## src/hw/rtl/cmd_pkg.sv

```systemverilog
// Shared types and constants of the complex magnitude detector.
package cmd_pkg;

    // Field and datapath widths.
    localparam int IN_W        = 16;
    localparam int MAG_W       = 16;
    localparam int SQ_W        = 31;
    localparam int SUM_W       = 32;
    localparam int FRAC_SHIFT  = 16;
    localparam int RAD_W       = 48;
    localparam int ROOT_W      = 24;
    localparam int REM_W       = 26;
    localparam int SQRT_STAGES = 12;
    localparam int SQRT_DIGITS = 2;
    localparam int GAIN_W      = 32;
    localparam int PROD_W      = 56;
    localparam int PROD_SHIFT  = 24;
    localparam int PIX_W       = 8;

    // Configuration port.
    localparam int APB_ADDR_W  = 2;
    localparam int APB_DATA_W  = 32;
    localparam logic [APB_ADDR_W-1:0] GAIN_ADDR  = 2'd0;
    localparam logic [GAIN_W-1:0]     GAIN_RESET = 32'h0001_0000;

    // Largest pixel value.
    localparam logic [PIX_W-1:0] PIXEL_MAX = 8'd255;

    // State carried through the square root pipeline.
    typedef struct packed {
        logic [REM_W-1:0]  rem;
        logic [ROOT_W-1:0] root;
        logic [RAD_W-1:0]  rad;
        logic              line_end;
    } sqrt_t;

endpackage

```

## src/hw/rtl/cmd_square.sv

```systemverilog
// Absolute values, squares and sum of squares: two pipeline stages.
module cmd_square (
    input  logic                       aclk,
    input  logic                       aresetn,
    input  logic                       in_valid,
    output logic                       in_ready,
    input  logic signed [cmd_pkg::IN_W-1:0] in_phase,
    input  logic signed [cmd_pkg::IN_W-1:0] quadrature,
    input  logic                       line_end,
    output logic                       out_valid,
    input  logic                       out_ready,
    output cmd_pkg::sqrt_t             out_data
);
    import cmd_pkg::*;

    logic               sq_valid_reg;
    logic [SQ_W-1:0]    i_sq_reg;
    logic [SQ_W-1:0]    q_sq_reg;
    logic               sq_end_reg;
    logic               sq_ready;
    logic [MAG_W-1:0]   i_abs;
    logic [MAG_W-1:0]   q_abs;
    logic [SQ_W-1:0]    i_prod;
    logic [SQ_W-1:0]    q_prod;

    logic               sum_valid_reg;
    logic [SUM_W-1:0]   sum_reg;
    logic               sum_end_reg;

    // Magnitudes of the two parts; the most negative value maps to 2^15.
    assign i_abs  = in_phase[IN_W-1]   ? MAG_W'(-in_phase)   : MAG_W'(in_phase);
    assign q_abs  = quadrature[IN_W-1] ? MAG_W'(-quadrature) : MAG_W'(quadrature);
    // A square is at most 2^30, so it fits in the narrower product.
    assign i_prod = SQ_W'(i_abs) * SQ_W'(i_abs);
    assign q_prod = SQ_W'(q_abs) * SQ_W'(q_abs);

    // Each stage takes a new request when empty or when its successor moves.
    assign sq_ready  = !sum_valid_reg || out_ready;
    assign in_ready  = !sq_valid_reg || sq_ready;
    assign out_valid = sum_valid_reg;

    // Stage one: squares.
    always_ff @(posedge aclk) begin
        if (!aresetn) begin
            sq_valid_reg <= 1'b0;
        end else if (in_ready) begin
            sq_valid_reg <= in_valid;
        end
        if (in_ready) begin
            i_sq_reg   <= i_prod;
            q_sq_reg   <= q_prod;
            sq_end_reg <= line_end;
        end
    end

    // Stage two: sum of squares, at most 2^31.
    always_ff @(posedge aclk) begin
        if (!aresetn) begin
            sum_valid_reg <= 1'b0;
        end else if (sq_ready) begin
            sum_valid_reg <= sq_valid_reg;
        end
        if (sq_ready) begin
            sum_reg     <= SUM_W'(i_sq_reg) + SUM_W'(q_sq_reg);
            sum_end_reg <= sq_end_reg;
        end
    end

    // The radicand carries 16 zero bits so the root has 8 fraction bits.
    always_comb begin
        out_data.rem      = '0;
        out_data.root     = '0;
        out_data.rad      = {sum_reg, {FRAC_SHIFT{1'b0}}};
        out_data.line_end = sum_end_reg;
    end

endmodule

```

## src/hw/rtl/cmd_sqrt_stage.sv

```systemverilog
// One stage of the digit-by-digit square root: two root bits per stage.
module cmd_sqrt_stage (
    input  logic           aclk,
    input  logic           aresetn,
    input  logic           in_valid,
    output logic           in_ready,
    input  cmd_pkg::sqrt_t in_data,
    output logic           out_valid,
    input  logic           out_ready,
    output cmd_pkg::sqrt_t out_data
);
    import cmd_pkg::*;

    logic  valid_reg;
    sqrt_t data_reg;
    sqrt_t data_next;

    // Restoring square root: bring down two radicand bits, try (4*root + 1).
    always_comb begin
        logic [REM_W:0]    cur;
        logic [REM_W:0]    trial;
        logic [REM_W-1:0]  rem_v;
        logic [ROOT_W-1:0] root_v;
        logic [RAD_W-1:0]  rad_v;
        rem_v  = in_data.rem;
        root_v = in_data.root;
        rad_v  = in_data.rad;
        for (int d = 0; d < SQRT_DIGITS; d++) begin
            cur   = {rem_v[REM_W-2:0], rad_v[RAD_W-1 -: 2]};
            trial = {1'b0, root_v, 2'b01};
            if (cur >= trial) begin
                cur    = cur - trial;
                root_v = {root_v[ROOT_W-2:0], 1'b1};
            end else begin
                root_v = {root_v[ROOT_W-2:0], 1'b0};
            end
            rem_v = cur[REM_W-1:0];
            rad_v = {rad_v[RAD_W-3:0], 2'b00};
        end
        data_next.rem      = rem_v;
        data_next.root     = root_v;
        data_next.rad      = rad_v;
        data_next.line_end = in_data.line_end;
    end

    assign in_ready  = !valid_reg || out_ready;
    assign out_valid = valid_reg;
    assign out_data  = data_reg;

    // Stage register.
    always_ff @(posedge aclk) begin
        if (!aresetn) begin
            valid_reg <= 1'b0;
        end else if (in_ready) begin
            valid_reg <= in_valid;
        end
        if (in_ready) begin
            data_reg <= data_next;
        end
    end

endmodule

```

## src/hw/rtl/cmd_scale.sv

```systemverilog
// Gain multiply, floor and saturation to an 8-bit pixel: two pipeline stages.
module cmd_scale (
    input  logic                         aclk,
    input  logic                         aresetn,
    input  logic [cmd_pkg::GAIN_W-1:0]   gain,
    input  logic                         in_valid,
    output logic                         in_ready,
    input  cmd_pkg::sqrt_t               in_data,
    output logic                         out_valid,
    input  logic                         out_ready,
    output logic [cmd_pkg::PIX_W-1:0]    pixel,
    output logic                         saturated,
    output logic                         line_end
);
    import cmd_pkg::*;

    logic              mul_valid_reg;
    logic [PROD_W-1:0] prod_reg;
    logic              mul_end_reg;
    logic              mul_ready;

    logic              out_valid_reg;
    logic [PIX_W-1:0]  pixel_reg;
    logic              sat_reg;
    logic              end_reg;
    logic              clip;

    assign mul_ready = !out_valid_reg || out_ready;
    assign in_ready  = !mul_valid_reg || mul_ready;

    // Stage one: Q.8 magnitude times Q16.16 gain gives an exact Q.24 product.
    always_ff @(posedge aclk) begin
        if (!aresetn) begin
            mul_valid_reg <= 1'b0;
        end else if (in_ready) begin
            mul_valid_reg <= in_valid;
        end
        if (in_ready) begin
            prod_reg    <= PROD_W'(in_data.root) * PROD_W'(gain);
            mul_end_reg <= in_data.line_end;
        end
    end

    // Anything at or above 256 in the integer part clips.
    assign clip = |prod_reg[PROD_W-1:PROD_SHIFT+PIX_W];

    // Stage two: output register.
    always_ff @(posedge aclk) begin
        if (!aresetn) begin
            out_valid_reg <= 1'b0;
        end else if (mul_ready) begin
            out_valid_reg <= mul_valid_reg;
        end
        if (mul_ready) begin
            pixel_reg <= clip ? PIXEL_MAX : prod_reg[PROD_SHIFT +: PIX_W];
            sat_reg   <= clip;
            end_reg   <= mul_end_reg;
        end
    end

    assign out_valid = out_valid_reg;
    assign pixel     = pixel_reg;
    assign saturated = sat_reg;
    assign line_end  = end_reg;

endmodule

```

## src/hw/rtl/complex_magnitude_detect.sv

```systemverilog
// Top level of the complex magnitude detector.
// Usage:
//   The s_ channel takes one complex sample per request: signed 16-bit
//   in-phase and quadrature parts plus an end-of-line mark. The m_ channel
//   delivers one 8-bit pixel per sample, a saturation flag and the copied
//   end-of-line mark, in input order.
//   The pixel is floor(sqrt(I*I + Q*Q) * gain), clipped to 255, with the
//   magnitude kept to 8 fraction bits and gain in unsigned Q16.16.
//   The stages, in order: the squares, their sum, the square root (two
//   root bits per stage), the gain multiply and saturation into the
//   output register. Throughput is one sample per cycle while the
//   receiver keeps m_ready high; every stage is a register with a
//   valid bit, so the pipeline holds up to 16 requests in flight.
//   When the receiver stalls, results stay in their stages and the empty
//   stages keep filling; s_ready drops only once the pipeline is full.
//   The gain register sits on the APB port at byte address 0 and may be
//   written only while the pipeline is empty.
//   Synchronous reset empties the pipeline and sets gain to 1.0.
module complex_magnitude_detect (
    input  logic                                aclk,
    input  logic                                aresetn,
    // Sample channel.
    input  logic                                s_valid,
    output logic                                s_ready,
    input  logic signed [cmd_pkg::IN_W-1:0]     s_in_phase,
    input  logic signed [cmd_pkg::IN_W-1:0]     s_quadrature,
    input  logic                                s_line_end_in,
    // Pixel channel.
    output logic                                m_valid,
    input  logic                                m_ready,
    output logic [cmd_pkg::PIX_W-1:0]           m_pixel,
    output logic                                m_saturated,
    output logic                                m_line_end_out,
    // Configuration port.
    input  logic                                psel,
    input  logic                                penable,
    input  logic                                pwrite,
    input  logic [cmd_pkg::APB_ADDR_W-1:0]      paddr,
    input  logic [cmd_pkg::APB_DATA_W-1:0]      pwdata,
    output logic [cmd_pkg::APB_DATA_W-1:0]      prdata,
    output logic                                pready
);
    import cmd_pkg::*;

    logic [GAIN_W-1:0] gain_reg;
    logic              gain_we;

    logic  sq_valid [SQRT_STAGES+1];
    logic  sq_ready [SQRT_STAGES+1];
    sqrt_t sq_data  [SQRT_STAGES+1];

    // Configuration register.
    assign pready  = 1'b1;
    assign gain_we = psel && penable && pwrite && pready && (paddr == GAIN_ADDR);
    assign prdata  = (paddr == GAIN_ADDR) ? gain_reg : '0;

    always_ff @(posedge aclk) begin
        if (!aresetn) begin
            gain_reg <= GAIN_RESET;
        end else if (gain_we) begin
            gain_reg <= pwdata;
        end
    end

    // Squares and sum.
    cmd_square u_square (
        .aclk       (aclk),
        .aresetn    (aresetn),
        .in_valid   (s_valid),
        .in_ready   (s_ready),
        .in_phase   (s_in_phase),
        .quadrature (s_quadrature),
        .line_end   (s_line_end_in),
        .out_valid  (sq_valid[0]),
        .out_ready  (sq_ready[0]),
        .out_data   (sq_data[0])
    );

    // Square root pipeline.
    for (genvar g = 0; g < SQRT_STAGES; g++) begin : g_sqrt
        cmd_sqrt_stage u_stage (
            .aclk      (aclk),
            .aresetn   (aresetn),
            .in_valid  (sq_valid[g]),
            .in_ready  (sq_ready[g]),
            .in_data   (sq_data[g]),
            .out_valid (sq_valid[g+1]),
            .out_ready (sq_ready[g+1]),
            .out_data  (sq_data[g+1])
        );
    end

    // Gain and saturation.
    cmd_scale u_scale (
        .aclk      (aclk),
        .aresetn   (aresetn),
        .gain      (gain_reg),
        .in_valid  (sq_valid[SQRT_STAGES]),
        .in_ready  (sq_ready[SQRT_STAGES]),
        .in_data   (sq_data[SQRT_STAGES]),
        .out_valid (m_valid),
        .out_ready (m_ready),
        .pixel     (m_pixel),
        .saturated (m_saturated),
        .line_end  (m_line_end_out)
    );

`ifndef SYNTHESIS
    // A draining receiver never backs up the pipeline.
    a_no_stall_when_draining: assert property (@(posedge aclk) disable iff (!aresetn)
        m_ready |-> s_ready)
        else $error("s_ready low while m_ready high");

    // A clipped pixel always reads as full scale.
    a_sat_full_scale: assert property (@(posedge aclk) disable iff (!aresetn)
        (m_valid && m_saturated) |-> (m_pixel == PIXEL_MAX))
        else $error("saturated pixel not at full scale");

    // Reset leaves no result behind.
    a_empty_after_reset: assert property (@(posedge aclk)
        $past(!aresetn) |-> !m_valid)
        else $error("result valid right after reset");
`endif

endmodule
```

## config.mk

```make
export PLATFORM = sky130hd
export DESIGN_NAME = complex_magnitude_detect
export DESIGN_NICKNAME = d
export VERILOG_FILES = /design/src/hw/rtl/cmd_pkg.sv /design/src/hw/rtl/cmd_square.sv /design/src/hw/rtl/cmd_sqrt_stage.sv /design/src/hw/rtl/cmd_scale.sv /design/src/hw/rtl/complex_magnitude_detect.sv
export SDC_FILE = /design/constraint.sdc
export NUM_CORES = 2
export LEC_CHECK = 0
export ABC_CLOCK_PERIOD_IN_PS = 8900
export BUFFER_PORTS_ARGS = -buffer_cell sky130_fd_sc_hd__buf_2
export CAP_MARGIN = 30
export CELL_PAD_IN_SITES_DETAIL_PLACEMENT = 0
export CELL_PAD_IN_SITES_GLOBAL_PLACEMENT = 1
export CORE_UTILIZATION = 45
export CTS_BUF_LIST = sky130_fd_sc_hd__clkbuf_4 sky130_fd_sc_hd__clkbuf_8
export DETAILED_ROUTE_END_ITERATION = 10
export PLACE_DENSITY = 0.83
export SYNTH_ARGS = -nofsm -noshare
export SYNTH_HDL_FRONTEND = slang
export SYNTH_SLANG_ARGS = --single-unit
```

## constraint.sdc

```tcl
create_clock -name aclk -period 8.9 [get_ports aclk]
set_input_delay 0.445 -clock aclk [delete_from_list [all_inputs] [get_ports aclk]]
set_output_delay 0.445 -clock aclk [all_outputs]
set_load 0.05 [all_outputs]
```

After elaboration in Yosys (flattened, before gate mapping)
Cells that the tools add are included.
{ "totals": {"elab_cells": 212, "output_inout_bits": 45, "in_bits": 74, "register_bits": 766} }
{ "classes": {"add_sub_neg": 26, "reduce_logical": 37, "magnitude_cmp": 24, "n_mux": 50, "multipliers": 3} }
{ "ops": {"columns": ["cell", "count"], "rows": [
  ["2-to-1 mux 25 bit", 23],
  ["multiplier 16 x 16 -> 31 bit", 2],
  ["multiplier 24 x 32 -> 56 bit", 1],
  ["adder 31 x 31 -> 32 bit", 1],
  ["2-to-1 mux 16 bit", 2],
  ["2-to-1 mux 32 bit", 1],
  ["negator 16 bit", 2],
  ["greater-or-equal comparator 27 x 10 -> 1 bit", 1],
  ["greater-or-equal comparator 27 x 11 -> 1 bit", 1],
  ["greater-or-equal comparator 27 x 12 -> 1 bit", 1],
  ["greater-or-equal comparator 27 x 13 -> 1 bit", 1],
  ["greater-or-equal comparator 27 x 14 -> 1 bit", 1],
  ["greater-or-equal comparator 27 x 15 -> 1 bit", 1],
  ["greater-or-equal comparator 27 x 16 -> 1 bit", 1],
  ["greater-or-equal comparator 27 x 17 -> 1 bit", 1],
  ["greater-or-equal comparator 27 x 18 -> 1 bit", 1],
  ["greater-or-equal comparator 27 x 19 -> 1 bit", 1],
  ["greater-or-equal comparator 27 x 20 -> 1 bit", 1],
  ["greater-or-equal comparator 27 x 21 -> 1 bit", 1],
  ["greater-or-equal comparator 27 x 22 -> 1 bit", 1],
  ["greater-or-equal comparator 27 x 23 -> 1 bit", 1],
  ["greater-or-equal comparator 27 x 24 -> 1 bit", 1],
  ["greater-or-equal comparator 27 x 25 -> 1 bit", 1],
  ["greater-or-equal comparator 27 x 3 -> 1 bit", 1],
  ["other kinds (36)", 91]
]} }

Longest topological paths before layout
{ "logic_depth": {"word_depth": 17, "depth_mapped": 35, "ltp_nobuf": 34} }

By module
Synthesis repeated with hierarchy kept, for this count alone.
{ "unflattened": {"hier_cells": 12384, "area_unflattened_um2": 121968.2} }
{ "by_module_without_submodules": {"columns": ["module", "n_inst", "area_per_inst_um2", "cells_per_inst"], "rows": [
  ["cmd_sqrt_stage at g_sqrt[1].u_stage ...", 6, 6301.0, 624],
  ["cmd_scale", 1, 25274.2, 2733],
  ["cmd_square", 1, 19195.9, 2029],
  ["cmd_sqrt_stage at g_sqrt[7].u_stage ...", 3, 6291.0, 602],
  ["cmd_sqrt_stage at g_sqrt[0].u_stage ...", 2, 6566.3, 656],
  ["cmd_sqrt_stage at g_sqrt[11].u_stage", 1, 6129.6, 581],
  ["complex_magnitude_detect", 1, 1556.5, 179]
]} }

Worst setup path before layout
OpenSTA, ideal clock, no wires.
{ "synth_path": {"path_kind": "input port to flip-flop", "startpoint": "input s_quadrature[0] (netlist bit)", "endpoint": "register u_square.q_sq_reg[26] (data pin)", "path_buffers": 2, "arrival_ns": 7.909, "required_time_ns": 8.642, "slack_ns": 0.734, "path_stages": 32, "cell_sequence": "inv_1 > clkbuf_1 > ha_1 > inv_1 > or4_1 > nand2b_1 > o21ai_0 > xor2_1 > clkbuf_1 > nor2_1 > fa_1 > inv_1 > fa_1 > inv_1 > fa_1 > fa_1 > fa_1 > inv_1 > fa_1 > inv_1 > ha_1 > a21o_1 > a21o_1 > a21oi_1 > and2_1 > nand2b_1 > a211o_1 > a31o_2 > a21oi_1 > o21bai_1 > a21oi_1 > xnor2_1"} }
{ "synth_via": {"elab_chain_len": 3} }
{ "synth_lines": {"columns": ["item", "line_no", "rtl"], "rows": [
  ["from (decl)", "complex_magnitude_detect.sv:26", "input logic signed [cmd_pkg::IN_W-1:0] s_quadrature,"],
  ["negator 16 bit", "cmd_square.sv:32", "assign q_abs = quadrature[IN_W-1] ? MAG_W'(-quadrature) : MAG_W'(quadrature);"],
  ["2-to-1 mux 16 bit *", "cmd_square.sv:32", null],
  ["multiplier 16 x 16 -> 31 bit *", "cmd_square.sv:35", "assign q_prod = SQ_W'(q_abs) * SQ_W'(q_abs);"],
  ["net u_square.q_prod[26]", "cmd_square.sv:24", "logic [SQ_W-1:0] q_prod;"],
  ["to (signal assigned)", "cmd_square.sv:51", "q_sq_reg <= q_prod;"],
  ["to (decl)", "cmd_square.sv:18", "logic [SQ_W-1:0] q_sq_reg;"]
]} }
Mark *: on every way through the listed nets, which the timed path passes. The rest lies on a longest branch.
A chain may end at the register's enable or synchronous reset.

Worst setup path after layout
{ "layout_path": {"startpoint": "register g_sqrt[11].u_stage.data_reg (netlist bit g_sqrt[11].u_stage.out_data[54])", "endpoint": "register u_scale.prod_reg[54] (data pin)"} }
{ "layout_via": {"elab_chain_len": 1} }
{ "layout_lines": {"columns": ["item", "line_no", "rtl"], "rows": [
  ["from (decl)", "cmd_sqrt_stage.sv:15", "sqrt_t data_reg;"],
  ["from (signal assigned)", "cmd_sqrt_stage.sv:58", "data_reg <= data_next;"],
  ["multiplier 24 x 32 -> 56 bit", "cmd_scale.sv:39", "prod_reg <= PROD_W'(in_data.root) * PROD_W'(gain);"],
  ["to (signal assigned)", "cmd_scale.sv:39", null],
  ["to (decl)", "cmd_scale.sv:18", "logic [PROD_W-1:0] prod_reg;"]
]} }
Every way passes these cells.

==> results_dict.tcl <==
set metrics [dict create \
    grt_use_met3_pct 2.48 \
    tns_ns 0 \
    worstPathRequired_ns 9.48 \
    setup_viol 0 \
    cpPeakStageDelay_ns 0.61 \
    clkSlewWorstSetupHoldPaths_ns 0.06 \
    finalHoldViolCount 0 \
    fin_skew_ns 0.0759 \
    placed_cell_area_um2 86200 \
    grt_pass1_wl_um 330000 \
    fmax_mhz 118 \
    synth_common_cells "inv_1 (1462), fa_1 (991), nand2_1 (928), ha_1 (705), edfxtp_1 (674)" \
    hpwl_um 164000 \
    cts_buffer_depth 3 \
    avgSynthCellArea_um2 9.64 \
    largest_register_ffs 537 \
    synth_warnings 0 \
    grt_busiest_layer "met2" \
    leakage_nw 42.7 \
    io_pins 119 \
    core_um2 181000 \
    clock_latency_ns 0.90 \
    ys_seq_area_share_pct 25.8 \
    synth_cell_types 95 \
    drt-total-wl_um 203000 \
    final_antenna_net_count 0 \
    dr.pass1.iters 6 \
    synth_top_area_share_pct 24.6 \
    place.gp.congestion 0.918 \
    path_max_fanout 17 \
    cp-start-kind "flip-flop" \
    min_from "penable" \
    num_vias 60167 \
    fillers 16776 \
    antenna_found_initial 4 \
    ir_worst_vdd_mv 0.601 \
    synthFlopType "edfxtp_1" \
    rows 156 \
    nets 10527 \
    crit_top_cell "fa_1" \
    numPortBuffers 117 \
    timing.final.crit_share_pct 95.1 \
    cts_buffers 135 \
    cp-startpoint "g_sqrt[11].u_stage.out_data[54]" \
    met1_usage_pct 27.3 \
    rr_worst_depth 28 \
    fin_hold_ws_ns 0.234 \
    r2r-start "g_sqrt[11].u_stage.out_data[54]" \
    crit_type "flip-flop to flip-flop" \
    stdcell_count 11234 \
    cts-root-buf "clkbuf_8" \
    max_slew_margin_pct 31.2 \
    syn-cell-area_um2 82300 \
    dieArea_um2 185000 \
    async_flop_share_pct 0 \
    rr_endpoint "u_scale.prod_reg[54]" \
    first_iter_violations 3330 \
    htreeDepth 4 \
    clkSinkCount 722 \
    yosysTopAreaCell "edfxtp_1" \
    start_util_pct 45.4 \
    cts_tree "done" \
    ys_ff_latch 722 \
    grt_max_degree 49 \
    die_y_um 430 \
    dpl.cell_count 10944 \
    design_area_um2 89500 \
    cp-end-kind "flip-flop" \
    wire_per_inst_um 18.1 \
    met2_usage_pct 39.9 \
    vias_per_cell 5.36 \
    drc_errors 0 \
    synthTopCellsByArea "edfxtp_1 (25%), fa_1 (24%), ha_1 (11%), inv_1 (6.7%), nand2_1 (4.2%)" \
    synth_edf_count 674 \
    hp-class "input port to flip-flop" \
    slowest_stage "edfxtp_1" \
    period_needed_ns 8.46 \
    grt_pass1_vias 63400 \
    p_per_area_nw_per_um2 373 \
    syn_inst 8536 \
    synth.most_common_cell "inv_1" \
    area_delta_synth_final_pct 8.82 \
    grtUsageTotal_pct 22.2 \
    r2r_slack_ns 0.44 \
    die_x_um 430 \
    status "finished, final reports clean" \
    tightest_slew_ns 1.03 \
    hold_end "gain_reg[29]" \
    rsz0062_at_grt "no" \
    crit_arrival_ns 9.04 \
    hold_depth 5 \
    drive_above_1_share_pct 7.36 \
    maxSlewViolCount 0 \
    grt.overflow.total 0 \
    drv_cap 0 \
    fin_util_pct 49.4 \
]
worst max-delay path, delay by kind of cell, from the launching register on:
family | cells | cell delay (ns)
AO/OA/AOI/OAI | 9 | 2.10
XOR/XNOR | 1 | 0.14
adder cells (fa/ha/maj) | 8 | 3.94
buffers and inverters | 7 | 0.84
flip-flops | 1 | 0.61
AND/OR/NAND/NOR | 3 | 0.55
worst max-delay path by stage:
stage / end / slack [ns] / cells after the start
3_5_place_dp: u_scale.prod_reg[54] / 0.29 / 26
5_1_grt: u_scale.prod_reg[54] / 0.004 / 27
6_report: u_scale.prod_reg[54] / 0.44 / 28
2_1_floorplan: u_square.q_sq_reg[26] / 0.73 / 32
3_3_place_gp: u_scale.prod_reg[54] / 0.40 / 26
4_1_cts: u_scale.prod_reg[54] / 0.18 / 26
per-layer routing:
metal	up-vias	routed length (um)	part of all wire [%]
met3	380	8910	4.4
li1	28395	-	-
met4	2	6950	3.4
met2	1480	103000	51
met1	29910	84000	41
met5	-	13	0.0064
cell type report:
type / instances / area, um2 / area share (%)
clock inverter: 70 / 681 / 0.760
inverter: 1480 / 5560 / 6.20
tap: 2370 / 2970 / 3.31
timing repair buffer: 311 / 2260 / 2.52
multi-input combinational: 6107 / 54700 / 61.1
antenna: 2 / 5.00 / 0.00559
sequential: 722 / 21200 / 23.7
clock buffer: 172 / 2190 / 2.45
power breakdown:
| group | leakage (nW) | switching (mW) | internal [mW] |
|---|---|---|---|
| Clock | 1.51 | 1.51 | 1.96 |
| Combinational | 34.0 | 13.3 | 9.57 |
| Sequential | 7.15 | 0.928 | 6.19 |
repair_timing:
item	CTS	global route
hold buffers	39	0
hold endpoints to repair	40	0
gates resized for setup	0	13
setup buffers	0	5
endpoints found under the setup margin	0	11
per-stage QoR:
stage               setup WS, ns  power (mW)
floorplan                  0.734        23.9
global placement           0.400        29.5
detailed placement         0.291        30.0
CTS                        0.180        33.7
global route             0.00366        36.6
finish                     0.439        33.4
cell usage in the layout, fill, tap and decap left out, types with 57 or more instances in the layout:
cell type / n
nand2_1: 924
clkbuf_8: 144
a21o_1: 160
fa_1: 991
or3_1: 57
nand3_1: 90
nand2b_1: 67
xnor2_1: 335
a21oi_1: 365
inv_1: 1457
mux2_2: 81
nor2_1: 493
xor2_1: 174
ha_1: 705
nor2b_1: 70
buf_4: 141
o21ai_0: 239
o21a_1: 79
nor3_1: 112
buf_2: 117
edfxtp_1: 674
and2_1: 457
cells by family after synthesis:
group / count (synthesis) / synth area share [%]
xor+xnor: 509 / 5.42
compound gates: 1238 / 9.74
mux: 97 / 1.31
fa+ha+maj: 1696 / 34.8
simple gates: 2541 / 15.0
flops: 722 / 25.8
other cells: 2 / 0.00913
buf+inv: 1731 / 7.94
Note: power is estimated with default switching activity, not from simulation.
